==> config.mk <==
export PLATFORM = sky130hd
export DESIGN_NAME = vt4_sat
export DESIGN_NICKNAME = d
export VERILOG_FILES = /design/src/sv/vt4_pkg.sv /design/src/sv/vt4_sat.sv
export SDC_FILE = /design/constraint.sdc
export NUM_CORES = 1
export LEC_CHECK = 0
export BUFFER_PORTS_ARGS = -buffer_cell sky130_fd_sc_hd__buf_2
export CAP_MARGIN = 20
export CORE_AREA = 2 2 154 156
export DETAILED_ROUTE_END_ITERATION = 8
export DIE_AREA = 0 0 156 158
export PLACE_DENSITY = 0.64
export SLEW_MARGIN = 40
export SYNTH_ARGS = -nofsm -noshare
export SYNTH_HDL_FRONTEND = slang
export SYNTH_SLANG_ARGS = --single-unit
==> constraint.sdc <==
create_clock -name clk -period 2.4 [get_ports clk]
set_clock_uncertainty 0.15 [all_clocks]
set_input_delay 0.48 -clock clk [delete_from_list [all_inputs] [get_ports clk]]
set_output_delay 0.48 -clock clk [all_outputs]
set_load 0.03 [all_outputs]
==> src/sv/vt4_pkg.sv <==
// vt4_pkg: shared types and constants of the 4x4 vertex transform pipeline.
// No dependencies.
`default_nettype none

package vt4_pkg;

    localparam int DIM      = 4;
    localparam int NUM_REGS = 8;
    localparam int IDX_W    = 4;
    localparam int ELEM_W   = 32;
    localparam int PROD_W   = 2 * ELEM_W;
    localparam int PAIR_W   = PROD_W + 1;
    localparam int SUM_W    = PROD_W + 2;

    typedef logic [DIM-1:0][DIM-1:0][ELEM_W-1:0] mat_t;
    typedef logic [DIM-1:0][ELEM_W-1:0]          vec_t;
    typedef logic [DIM-1:0][DIM-1:0][PROD_W-1:0] prod_t;
    typedef logic [DIM-1:0][1:0][PAIR_W-1:0]     pair_t;
    typedef logic [DIM-1:0][SUM_W-1:0]           sum_t;

    typedef struct packed {
        logic valid;
        logic en;
    } stage_ctl_t;

    function automatic logic [PROD_W-1:0] mul_s(input logic [ELEM_W-1:0] a,
                                                input logic [ELEM_W-1:0] b);
        logic signed [PROD_W-1:0] sa;
        logic signed [PROD_W-1:0] sb;
        sa = {{(PROD_W-ELEM_W){a[ELEM_W-1]}}, a};
        sb = {{(PROD_W-ELEM_W){b[ELEM_W-1]}}, b};
        return PROD_W'(sa * sb);
    endfunction

endpackage

`default_nettype wire

==> src/sv/vt4_sat.sv <==
// vt4_sat: last stage, fraction shift and 32-bit saturation into the output register.
// Depends on vt4_pkg.
`default_nettype none

module vt4_sat
    import vt4_pkg::*;
#(
    parameter int FRAC_BITS = 16
)
(
    input  wire logic       clk,
    input  wire logic       rst_n,
    input  wire stage_ctl_t ctl,
    input  wire sum_t       sum,
    output logic            valid_reg,
    output vec_t            res_reg,
    output logic            sat_reg
);

    localparam logic [ELEM_W-1:0] MAX_VAL = {1'b0, {(ELEM_W-1){1'b1}}};
    localparam logic [ELEM_W-1:0] MIN_VAL = {1'b1, {(ELEM_W-1){1'b0}}};

    vec_t             res_next;
    logic [DIM-1:0]   clip;
    logic [SUM_W-1:0] shifted [DIM];

    always_comb
    begin
        for (int r = 0; r < DIM; r++)
        begin
            shifted[r] = SUM_W'($signed(sum[r]) >>> FRAC_BITS);
            clip[r]    = !((&shifted[r][SUM_W-1:ELEM_W-1])
                        || !(|shifted[r][SUM_W-1:ELEM_W-1]));
            if (!clip[r])
            begin
                res_next[r] = shifted[r][ELEM_W-1:0];
            end
            else if (shifted[r][SUM_W-1])
            begin
                res_next[r] = MIN_VAL;
            end
            else
            begin
                res_next[r] = MAX_VAL;
            end
        end
    end

    always_ff @(posedge clk or negedge rst_n)
    begin
        if (!rst_n)
        begin
            valid_reg <= 1'b0;
        end
        else if (ctl.en)
        begin
            valid_reg <= ctl.valid;
        end
    end

    always_ff @(posedge clk)
    begin
        if (ctl.en)
        begin
            res_reg <= res_next;
            sat_reg <= |clip;
        end
    end

endmodule

`default_nettype wire

==> impl_metrics.ini <==
[yosys]
synth-main-ff-cell = edfxtp_1
yosys-top-cells-area = edfxtp_1 69%, a21o_2 13%, a21o_1 5.2%
avgSynthCellArea_um2 = 16.4
yosysTopAreaCell = edfxtp_1
yosys_register_bits = 130
yosys_warnings = 0
synth.top_cells.by_count = 129 x edfxtp_1, 85 x a21o_2, 39 x a21o_1
synthesis.nets = 612
postSynth.asyncResetShare_pct = 0.769
synth_top_area_share_pct = 68.6
syn_inst = 344
ys_types = 18
synth_edf_count = 129
syn-cell-area_um2 = 5650
ys_seq_area_share_pct = 69.0
synth.most_common_cell = edfxtp_1

[routing]
drt-total-wl_mm = 15.4
drt-initial-drc-count = 217
ant_nets = 0
wl_per_cell_um = 15.5
vias = 4421
firstDrtPassIters = 4
drc = 0
vias_per_cell = 4.45

[die]
die_x_um = 156
coreArea_um2 = 23100
initial_core_util_pct = 24.5
fp.dieArea_um2 = 24600
ios = 398
die_y_um = 158
rows = 56

[grt]
antenna_found_initial = 1
grt_pass1_vias = 4343
gr-usage-all-layers_pct = 12.1
grt_pass1_wl_mm = 22.8
grt_max_degree = 56
grt_overflow = 0

[place]
hpwlAfterDp_mm = 11.4
io_buffers = 333
place_congestion = 0.754

[timing]
slew_viol_final = 0
tightest_slew_ns = 0.466
setup_viol = 0
max-slew-margin-rel_pct = 68.9
finalSetupTns_ns = 0
rsz0062_at_grt = false
finalHoldViolCount = 0
post-route-period-util_pct = 78.8
fin_crit_ns = 1.89
clock.fmax_ghz = 0.529

[setup_path]
worst-setup-path-type = in2reg
arrival_ns = 1.90
end_kind = flop
cpLargestDelayFamily = simple AND/OR/NAND/NOR gates
crit_buf_inv = 2
crit_chain = buf_2, nor4_1, nand4_1, nor4_2, a311oi_4, buf_4, a21o_1
critical_path.max_fanout = 15
slowest_stage = nor4_1
required_ns = 2.41
critical-path-max-stage-delay_ns = 0.31
start_kind = primary input

[hold_path]
min_path_type = in2reg

[power_and_ir_drop]
pwr_density_cell_nw_per_um2 = 770
ir_worst_vdd_uv = 388
p_leak_uw = 0.00389

[clock_tree]
clockBufferDepth = 2
cts_setup_buffers = 0
ctsHtreeMaxLevel = 4
cts_root_buf = clkbuf_16
cts_buffers = 17
tritoncts = yes
clock_latency_ns = 0.41
cts_sinks = 130
clk_pin_slew_ns = 0.06

[finish]
nNetsFinal = 958
finish.utilization_pct = 36.1
areaGrowthSynthToFinish_pct = 47.6
n_fill_cell = 2257
antenna_cells = 0
largest_reg_flops = 128
drive_above_1_share_pct = 68.6

[run_status]
outcome = finished, final reports clean

[job]
cap_violations = 0
## placed cells by master (no fill, tap or decap), types with 2 or more instances in the layout
cell          n
nor4_1       16
edfxtp_1    129
clkinvlp_4    2
a311oi_4      4
buf_12        7
buf_4        14
nor2_1        8
nor4_2        4
bufinv_16     4
a21o_1       39
clkbuf_16    17
clkinv_4      4
nand4_1      21
and3_1        4
buf_2       332
a21o_2       85
clkinv_2      3
a31o_2        4
## timing repair
action,CTS,global route
endpoints found under the hold margin,1,0
hold buffers,1,0
gates resized for setup,0,0
## layer usage
layer,GRT usage [%],part of all wire (%),up-vias
met3,4.82,9.0,18
met1,13.8,40,2097
met2,20.5,49,226
li1,-,-,2080
met5,0,0,-
met4,4.63,1.9,0
## power breakdown
group	internal [µW]	total (µW)	leakage, µW	switching (µW)
Sequential	2700	2740	0.00127	41.3
Combinational	341	957	0.00232	617
Clock	1730	2720	0.000297	991
Total	4770	6420	0.00389	1650
## logic make-up (layout without fill, tap and decap cells)
group / Yosys count / after routing / share of synthesized area, %
mux: 1 / 1 / 0.199
compound gates: 132 / 132 / 19.9
buf+inv: 28 / 387 / 4.85
simple gates: 53 / 53 / 5.96
flops: 130 / 130 / 69.0
## through the flow
| step | setup WS, ns | power, µW | cell area, µm² | hold WS (ns) | cells |
|---|---|---|---|---|---|
| CTS | 0.534 | 6550 | 8330 | 0.147 | 993 |
| floorplan | 0.472 | 3310 | 5650 | 0.0344 | 344 |
| finish | 0.510 | 6420 | 8330 | 0.174 | 993 |
| global placement | 0.0885 | 3740 | 7700 | 0.105 | 960 |
| detailed placement | 0.0863 | 3750 | 7700 | 0.108 | 960 |
| global route | 0.389 | 6700 | 8330 | 0.156 | 993 |
## final timing paths
kind                           start      endpoint  slack [ns]  cells after the start
max                         sum[248]  res_reg[100]        0.51                      7
min                           ctl[1]     valid_reg        0.17                      2
max reg2reg                valid_reg     valid_reg        1.51                      1
min reg2reg                valid_reg     valid_reg        0.37                      1
max in group asynchronous      rst_n     valid_reg        1.80                      2
min in group asynchronous      rst_n     valid_reg        0.22                      2
## final cells by class
type	instances	area [µm²]	share of cell area (%)
clock buffers	18	429	5.15
multi-input cells	186	1530	18.3
clock inverters	14	189	2.27
flip-flops and latches	130	3900	46.8
repair buffers	355	1930	23.1
well taps	290	363	4.35
Power figures use the tool's default switching activity.
