`config.mk`:
```
export PLATFORM = sky130hd
export DESIGN_NAME = vt4_acc
export DESIGN_NICKNAME = d
export VERILOG_FILES = /design/src/sv/vt4_pkg.sv /design/src/sv/vt4_acc.sv
export SDC_FILE = /design/constraint.sdc
export NUM_CORES = 2
export LEC_CHECK = 0
export BUFFER_PORTS_ARGS = -buffer_cell sky130_fd_sc_hd__buf_2
export CORE_AREA = 2 2 504 506
export CTS_CLUSTER_DIAMETER = 100
export DETAILED_ROUTE_END_ITERATION = 8
export DIE_AREA = 0 0 506 508
export SLEW_MARGIN = 20
export SYNTH_ARGS = -nofsm -noshare
export SYNTH_HDL_FRONTEND = slang
export SYNTH_SLANG_ARGS = --single-unit
```
`constraint.sdc`:
```
create_clock -name clk -period 5.2 [get_ports clk]
set_input_delay 1.04 -clock clk [delete_from_list [all_inputs] [get_ports clk]]
set_output_delay 1.04 -clock clk [all_outputs]
set_load 0.005 [all_outputs]
```
`src/sv/vt4_pkg.sv`:
```
// vt4_pkg: shared types and constants of the 4x4 vertex transform pipeline.
// No dependencies.
`default_nettype none

package vt4_pkg;

    localparam int DIM      = 4;
    localparam int NUM_REGS = 8;
    localparam int IDX_W    = 4;
    localparam int ELEM_W   = 32;
    localparam int PROD_W   = 2 * ELEM_W;
    localparam int PAIR_W   = PROD_W + 1;
    localparam int SUM_W    = PROD_W + 2;

    typedef logic [DIM-1:0][DIM-1:0][ELEM_W-1:0] mat_t;
    typedef logic [DIM-1:0][ELEM_W-1:0]          vec_t;
    typedef logic [DIM-1:0][DIM-1:0][PROD_W-1:0] prod_t;
    typedef logic [DIM-1:0][1:0][PAIR_W-1:0]     pair_t;
    typedef logic [DIM-1:0][SUM_W-1:0]           sum_t;

    typedef struct packed {
        logic valid;
        logic en;
    } stage_ctl_t;

    function automatic logic [PROD_W-1:0] mul_s(input logic [ELEM_W-1:0] a,
                                                input logic [ELEM_W-1:0] b);
        logic signed [PROD_W-1:0] sa;
        logic signed [PROD_W-1:0] sb;
        sa = {{(PROD_W-ELEM_W){a[ELEM_W-1]}}, a};
        sb = {{(PROD_W-ELEM_W){b[ELEM_W-1]}}, b};
        return PROD_W'(sa * sb);
    endfunction

endpackage

`default_nettype wire

```
`src/sv/vt4_acc.sv`:
```
// vt4_acc: two adder stages, pairwise product sums then row total plus rounding.
// Depends on vt4_pkg.
`default_nettype none

module vt4_acc
    import vt4_pkg::*;
#(
    parameter int FRAC_BITS = 16
)
(
    input  wire logic       clk,
    input  wire logic       rst_n,
    input  wire stage_ctl_t ctl_pair,
    input  wire stage_ctl_t ctl_sum,
    input  wire prod_t      prod,
    output logic            pair_valid_reg,
    output logic            sum_valid_reg,
    output sum_t            sum_reg
);

    localparam logic [SUM_W-1:0] RND =
        (FRAC_BITS > 0) ? (SUM_W'(1) << (FRAC_BITS - 1)) : '0;

    pair_t pair_reg;

    always_ff @(posedge clk or negedge rst_n)
    begin
        if (!rst_n)
        begin
            pair_valid_reg <= 1'b0;
            sum_valid_reg  <= 1'b0;
        end
        else
        begin
            if (ctl_pair.en)
            begin
                pair_valid_reg <= ctl_pair.valid;
            end
            if (ctl_sum.en)
            begin
                sum_valid_reg <= ctl_sum.valid;
            end
        end
    end

    always_ff @(posedge clk)
    begin
        if (ctl_pair.en)
        begin
            for (int r = 0; r < DIM; r++)
            begin
                for (int h = 0; h < 2; h++)
                begin
                    pair_reg[r][h] <= {prod[r][2*h][PROD_W-1], prod[r][2*h]}
                                    + {prod[r][2*h+1][PROD_W-1], prod[r][2*h+1]};
                end
            end
        end
        if (ctl_sum.en)
        begin
            for (int r = 0; r < DIM; r++)
            begin
                sum_reg[r] <= {pair_reg[r][0][PAIR_W-1], pair_reg[r][0]}
                            + {pair_reg[r][1][PAIR_W-1], pair_reg[r][1]}
                            + RND;
            end
        end
    end

endmodule

`default_nettype wire

```
==> flow_summary.html <==
<table>
<tr><th>Metric</th><th>Value</th></tr>
<tr><th colspan="2">Die</th></tr>
<tr><td>Std cell rows</td><td>185</td></tr>
<tr><td>Height of the die</td><td>508 microns</td></tr>
<tr><td># IOs</td><td>~1300</td></tr>
<tr><td>Initial core utilization</td><td>0.275</td></tr>
<tr><td>Die outline area</td><td>257000 sq um</td></tr>
<tr><td>Area of the placeable core</td><td>252000 sq um</td></tr>
<tr><td>Die Width</td><td>506 microns</td></tr>
<tr><th colspan="2">Flow run</th></tr>
<tr><td>Max-capacitance violation count</td><td>0</td></tr>
<tr><th colspan="2">STA</th></tr>
<tr><td>Setup Total Neg Slack</td><td>0 ns</td></tr>
<tr><td>Post-layout minimum cycle time</td><td>4.79 ns</td></tr>
<tr><td>Hold Vio Cnt, Final</td><td>0</td></tr>
<tr><td>Period Utilization, post-route</td><td>0.921</td></tr>
<tr><td>Setup repair after global routing missed its margin</td><td>false</td></tr>
<tr><td>Final setup violation count</td><td>0</td></tr>
<tr><td>Timing-limited maximum frequency</td><td>approximately 210 MHz</td></tr>
<tr><td>Transition time at the pin with the least slew margin</td><td>approximately 1.0 ns</td></tr>
<tr><td>Clock Skews</td><td>0.0635 ns</td></tr>
<tr><td>Max-slew violation count</td><td>0</td></tr>
<tr><td>Min setup slack post-route</td><td>0.410 ns</td></tr>
<tr><td>Worst max-slew margin expressed relative to the limit</td><td>0.307</td></tr>
<tr><td>Worst hold slack after final layout</td><td>0.506 ns</td></tr>
<tr><th colspan="2">Cells and area</th></tr>
<tr><td>Proportion of layout cells with a drive suffix above 1</td><td>0.194</td></tr>
<tr><td>Max reg flops</td><td>520</td></tr>
<tr><td>Number of fill cells in the layout</td><td>approximately 26000</td></tr>
<tr><td>Post-route design area</td><td>84200 sq um</td></tr>
<tr><td>Final cell utilization of the core</td><td>0.334</td></tr>
<tr><td>Area added between synthesis and finish</td><td>21.2%</td></tr>
<tr><td>Area used by multi-input combinational logic</td><td>44200 sq um</td></tr>
<tr><td>Net count, final</td><td>10700</td></tr>
<tr><td>Area occupied by registers</td><td>23600 sq um</td></tr>
<tr><th colspan="2">Power and ir drop</th></tr>
<tr><td>Worst VDD drop</td><td>0.000320 V</td></tr>
<tr><td>PD cells</td><td>414 nW/um^2</td></tr>
<tr><td>Static Leak</td><td>37.7 nW</td></tr>
<tr><th colspan="2">Clocking</th></tr>
<tr><td>Insertion delay to the later sink of the worst-skew pair</td><td>0.76 ns</td></tr>
<tr><td>Deepest clock path buffer count</td><td>3</td></tr>
<tr><td>Clock tree sinks</td><td>between 700 and 800</td></tr>
<tr><td>TritonCTS clock tree</td><td>done</td></tr>
<tr><td>Post-CTS setup-driven buffer insertion count</td><td>0</td></tr>
<tr><td>Root Driver</td><td>clkbuf_16</td></tr>
<tr><td># H-tree levels</td><td>3</td></tr>
<tr><td>Clock transition at the register clock pins on the worst setup and hold paths after CTS</td><td>0.06 ns</td></tr>
<tr><td>CTS buffer count</td><td>102</td></tr>
<tr><th colspan="2">Synthesis</th></tr>
<tr><td>Post-synthesis instance area</td><td>69400 sq um</td></tr>
<tr><td>Synth warnings</td><td>0</td></tr>
<tr><td>Number of flops mapped to enable cells by yosys</td><td>between 700 and 800</td></tr>
<tr><td>Number of unique standard cell types used by synthesis</td><td>roughly 100</td></tr>
<tr><td>Area share of the largest cell type after synthesis</td><td>0.339</td></tr>
<tr><td>Dominant combinational cell family by area after synthesis</td><td>compound AO/OA/AOI/OAI gates</td></tr>
<tr><td>Area share of fa/ha/maj cells after synthesis</td><td>0.189</td></tr>
<tr><td>Basic-gate share of the synthesized area counting and, or, nand and nor cells</td><td>0.127</td></tr>
<tr><td>Flip-flop and latch count after synthesis</td><td>just under 800</td></tr>
<tr><td>Post-Synthesis Cells</td><td>7278</td></tr>
<tr><td>Cell types occupying the most area after synthesis</td><td>edfxtp_1, ha_1, a21oi_1</td></tr>
<tr><td>Share of flip-flops with an asynchronous set or reset</td><td>0.00254</td></tr>
<tr><td>Avg Synthesized Cell Area</td><td>approximately 9.5 sq um</td></tr>
<tr><td>Top FF cell, synth</td><td>edfxtp_1</td></tr>
<tr><td>Post-synthesis sequential area ratio</td><td>0.340</td></tr>
<tr><td>Syn Nets</td><td>between 9000 and 10000</td></tr>
<tr><td>Cell type with the highest aggregate area in the netlist</td><td>edfxtp_1</td></tr>
<tr><td>Compound-gate portion of the synthesized area</td><td>0.231</td></tr>
<tr><td>Xor-xnor portion of the synthesized cell area</td><td>0.0875</td></tr>
<tr><td>Mux share of post-synthesis cell area</td><td>0.00137</td></tr>
<tr><th colspan="2">Setup path</th></tr>
<tr><td>CP arrival</td><td>about 5.3 ns</td></tr>
<tr><td>Depth of the worst register-to-register path</td><td>15</td></tr>
<tr><td>Crit path capture type</td><td>register</td></tr>
<tr><td>Type of origin of the critical path</td><td>register</td></tr>
<tr><td>Critical path peak fanout</td><td>4</td></tr>
<tr><td>Req. time, crit path</td><td>5.72 ns</td></tr>
<tr><td>Setup Crit Path Kind</td><td>register to register</td></tr>
<tr><th colspan="2">Placed design</th></tr>
<tr><td>Post-detail-place hpwl</td><td>around 270 mm</td></tr>
<tr><td>Post-place instance area</td><td>80500 sq um</td></tr>
<tr><td>Post-place setup slack</td><td>0.127 ns</td></tr>
<tr><td>Input/output buffers</td><td>1295</td></tr>
<tr><td>Placer congestion estimate</td><td>1.07</td></tr>
<tr><th colspan="2">Global route</th></tr>
<tr><td>Total GRT Usage</td><td>0.236</td></tr>
<tr><td>Pin count of the biggest net entering global routing</td><td>95</td></tr>
<tr><td>First-pass GRT wire length</td><td>444 mm</td></tr>
<tr><td>Via count of the first global-routing pass</td><td>64100</td></tr>
<tr><td>Global route total overflow</td><td>0</td></tr>
<tr><td>Antenna violations before repair</td><td>107</td></tr>
<tr><th colspan="2">Drt</th></tr>
<tr><td>Average detailed-routed wire length per instance</td><td>26.3 microns</td></tr>
<tr><td>Initial DRT Pass Iterations</td><td>8</td></tr>
<tr><td>Number of DRC violations after detailed-routing iteration 0</td><td>5465</td></tr>
<tr><td>Post-DR vias/cell</td><td>5.36</td></tr>
<tr><td>Overall routed net length</td><td>318 mm</td></tr>
<tr><td>Post-route antenna net violation count</td><td>0</td></tr>
<tr><td>Count of vias placed by the detailed router</td><td>64900</td></tr>
<tr><td>Count of unresolved DRC violations after routing</td><td>0</td></tr>
<tr><th colspan="2">Hold path</th></tr>
<tr><td>Worst hold stages</td><td>1</td></tr>
<tr><td>Tightest Hold Check Type</td><td>register to register</td></tr>
<tr><th colspan="2">Run status</th></tr>
<tr><td>Result of the run</td><td>finished clean</td></tr>
</table>
[worst max-delay path, stage by stage, from the launching register on]
cell and delay [ns]:
edfxtp_1 0.37, ha_1 0.30, ha_1 0.22, fa_1 0.48
a211oi_1 0.33, o21bai_1 0.21, o211ai_1 0.49, a21oi_1 0.28
a211o_1 0.41, a41oi_1 0.31, buf_4 0.20, o311a_1 0.29
o21bai_1 0.10, a21oi_1 0.26, o21ai_0 0.14, xnor2_1 0.16
[cell type report]
class / instances / area share
antenna: 48 / 0.00143
clock buffer: 116 / 0.0315
clock inverter: 70 / 0.0104
inverter: 220 / 0.00981
multi-input combinational: 6054 / 0.525
sequential: 786 / 0.280
tap: 3366 / 0.0500
timing repair buffer: 1445 / 0.0916
[kinds of logic after synthesis]
| group | Yosys count |
|---|---|
| compound gates | 2502 |
| simple gates | 1809 |
| fa+ha+maj | 1040 |
| flops | 786 |
| xor+xnor | 694 |
| buf+inv | 438 |
| mux | 9 |
[cells in the final DEF (no fill, tap or decap), types with 156 or more instances in the layout]
cell type  instances
a21oi_1          805
nand2_1          505
nand4_1          161
a21o_1           453
xnor2_1          429
inv_1            220
edfxtp_1         784
nand3_1          156
buf_2           1293
ha_1            1028
xor2_1           265
o21ai_0          388
nor2_1           426
[Yosys cell counts, types with 17 or more instances]
library cell	count
and4_1	23
or2_2	19
and3_1	85
ha_1	1028
edfxtp_1	784
nand2_1	505
nand3_1	156
a21o_1	453
a21boi_0	33
o211ai_1	57
o21ai_1	64
inv_1	220
a2111oi_0	19
a221oi_1	34
nand4_1	161
a21oi_1	805
o21ai_0	388
xnor2_1	429
nor2_1	426
and2_1	44
o41ai_1	17
o21a_1	79
xor2_1	265
nand2b_1	90
or3_1	30
o31ai_1	46
nor2b_1	97
o21bai_1	131
a211oi_1	72
a31oi_1	81
nor3_1	90
nor4_1	28
clkbuf_1	208
[routing by layer]
metal,up-vias,share of wire,GRT usage
met2,2739,0.50,0.427
met5,-,0.0014,0
met4,68,0.049,0.104
met3,527,0.072,0.0477
li1,30400,-,-
met1,31200,0.38,0.267
[per-stage QoR]
stage	instances	power, mW
6_report	12100	34.9
5_1_grt	12100	36.9
4_1_cts	12100	35.1
3_5_place_dp	11900	27.4
3_3_place_gp	11900	27.3
2_1_floorplan	7278	19.9
[path summary, 6_finish.rpt]
check,from,to,slack (ns)
setup reg to reg,pair_reg[131],sum_reg[125],0.41
min in group asynchronous,rst_n,sum_valid_reg,0.61
hold reg to reg,sum_valid_reg,sum_valid_reg,0.51
setup / recovery,pair_reg[131],sum_reg[125],0.41
hold / removal,sum_valid_reg,sum_valid_reg,0.51
max in group asynchronous,rst_n,pair_valid_reg,4.50
[power by group]
group          internal (mW)  total (mW)  switching, mW  leakage (nW)
logic                   6.34        16.7           10.4          28.3
clock network           4.47        7.52           3.06          1.70
registers               9.54        10.6           1.06          7.69
total                   20.4        34.9           14.5          37.7
[repair_timing]
item,4_1_cts,5_1_grt
gates resized for setup,0,0
setup endpoints to repair,0,0
endpoints found under the hold margin,2,0
hold buffers,1,0
Power figures use the tool's default switching activity.
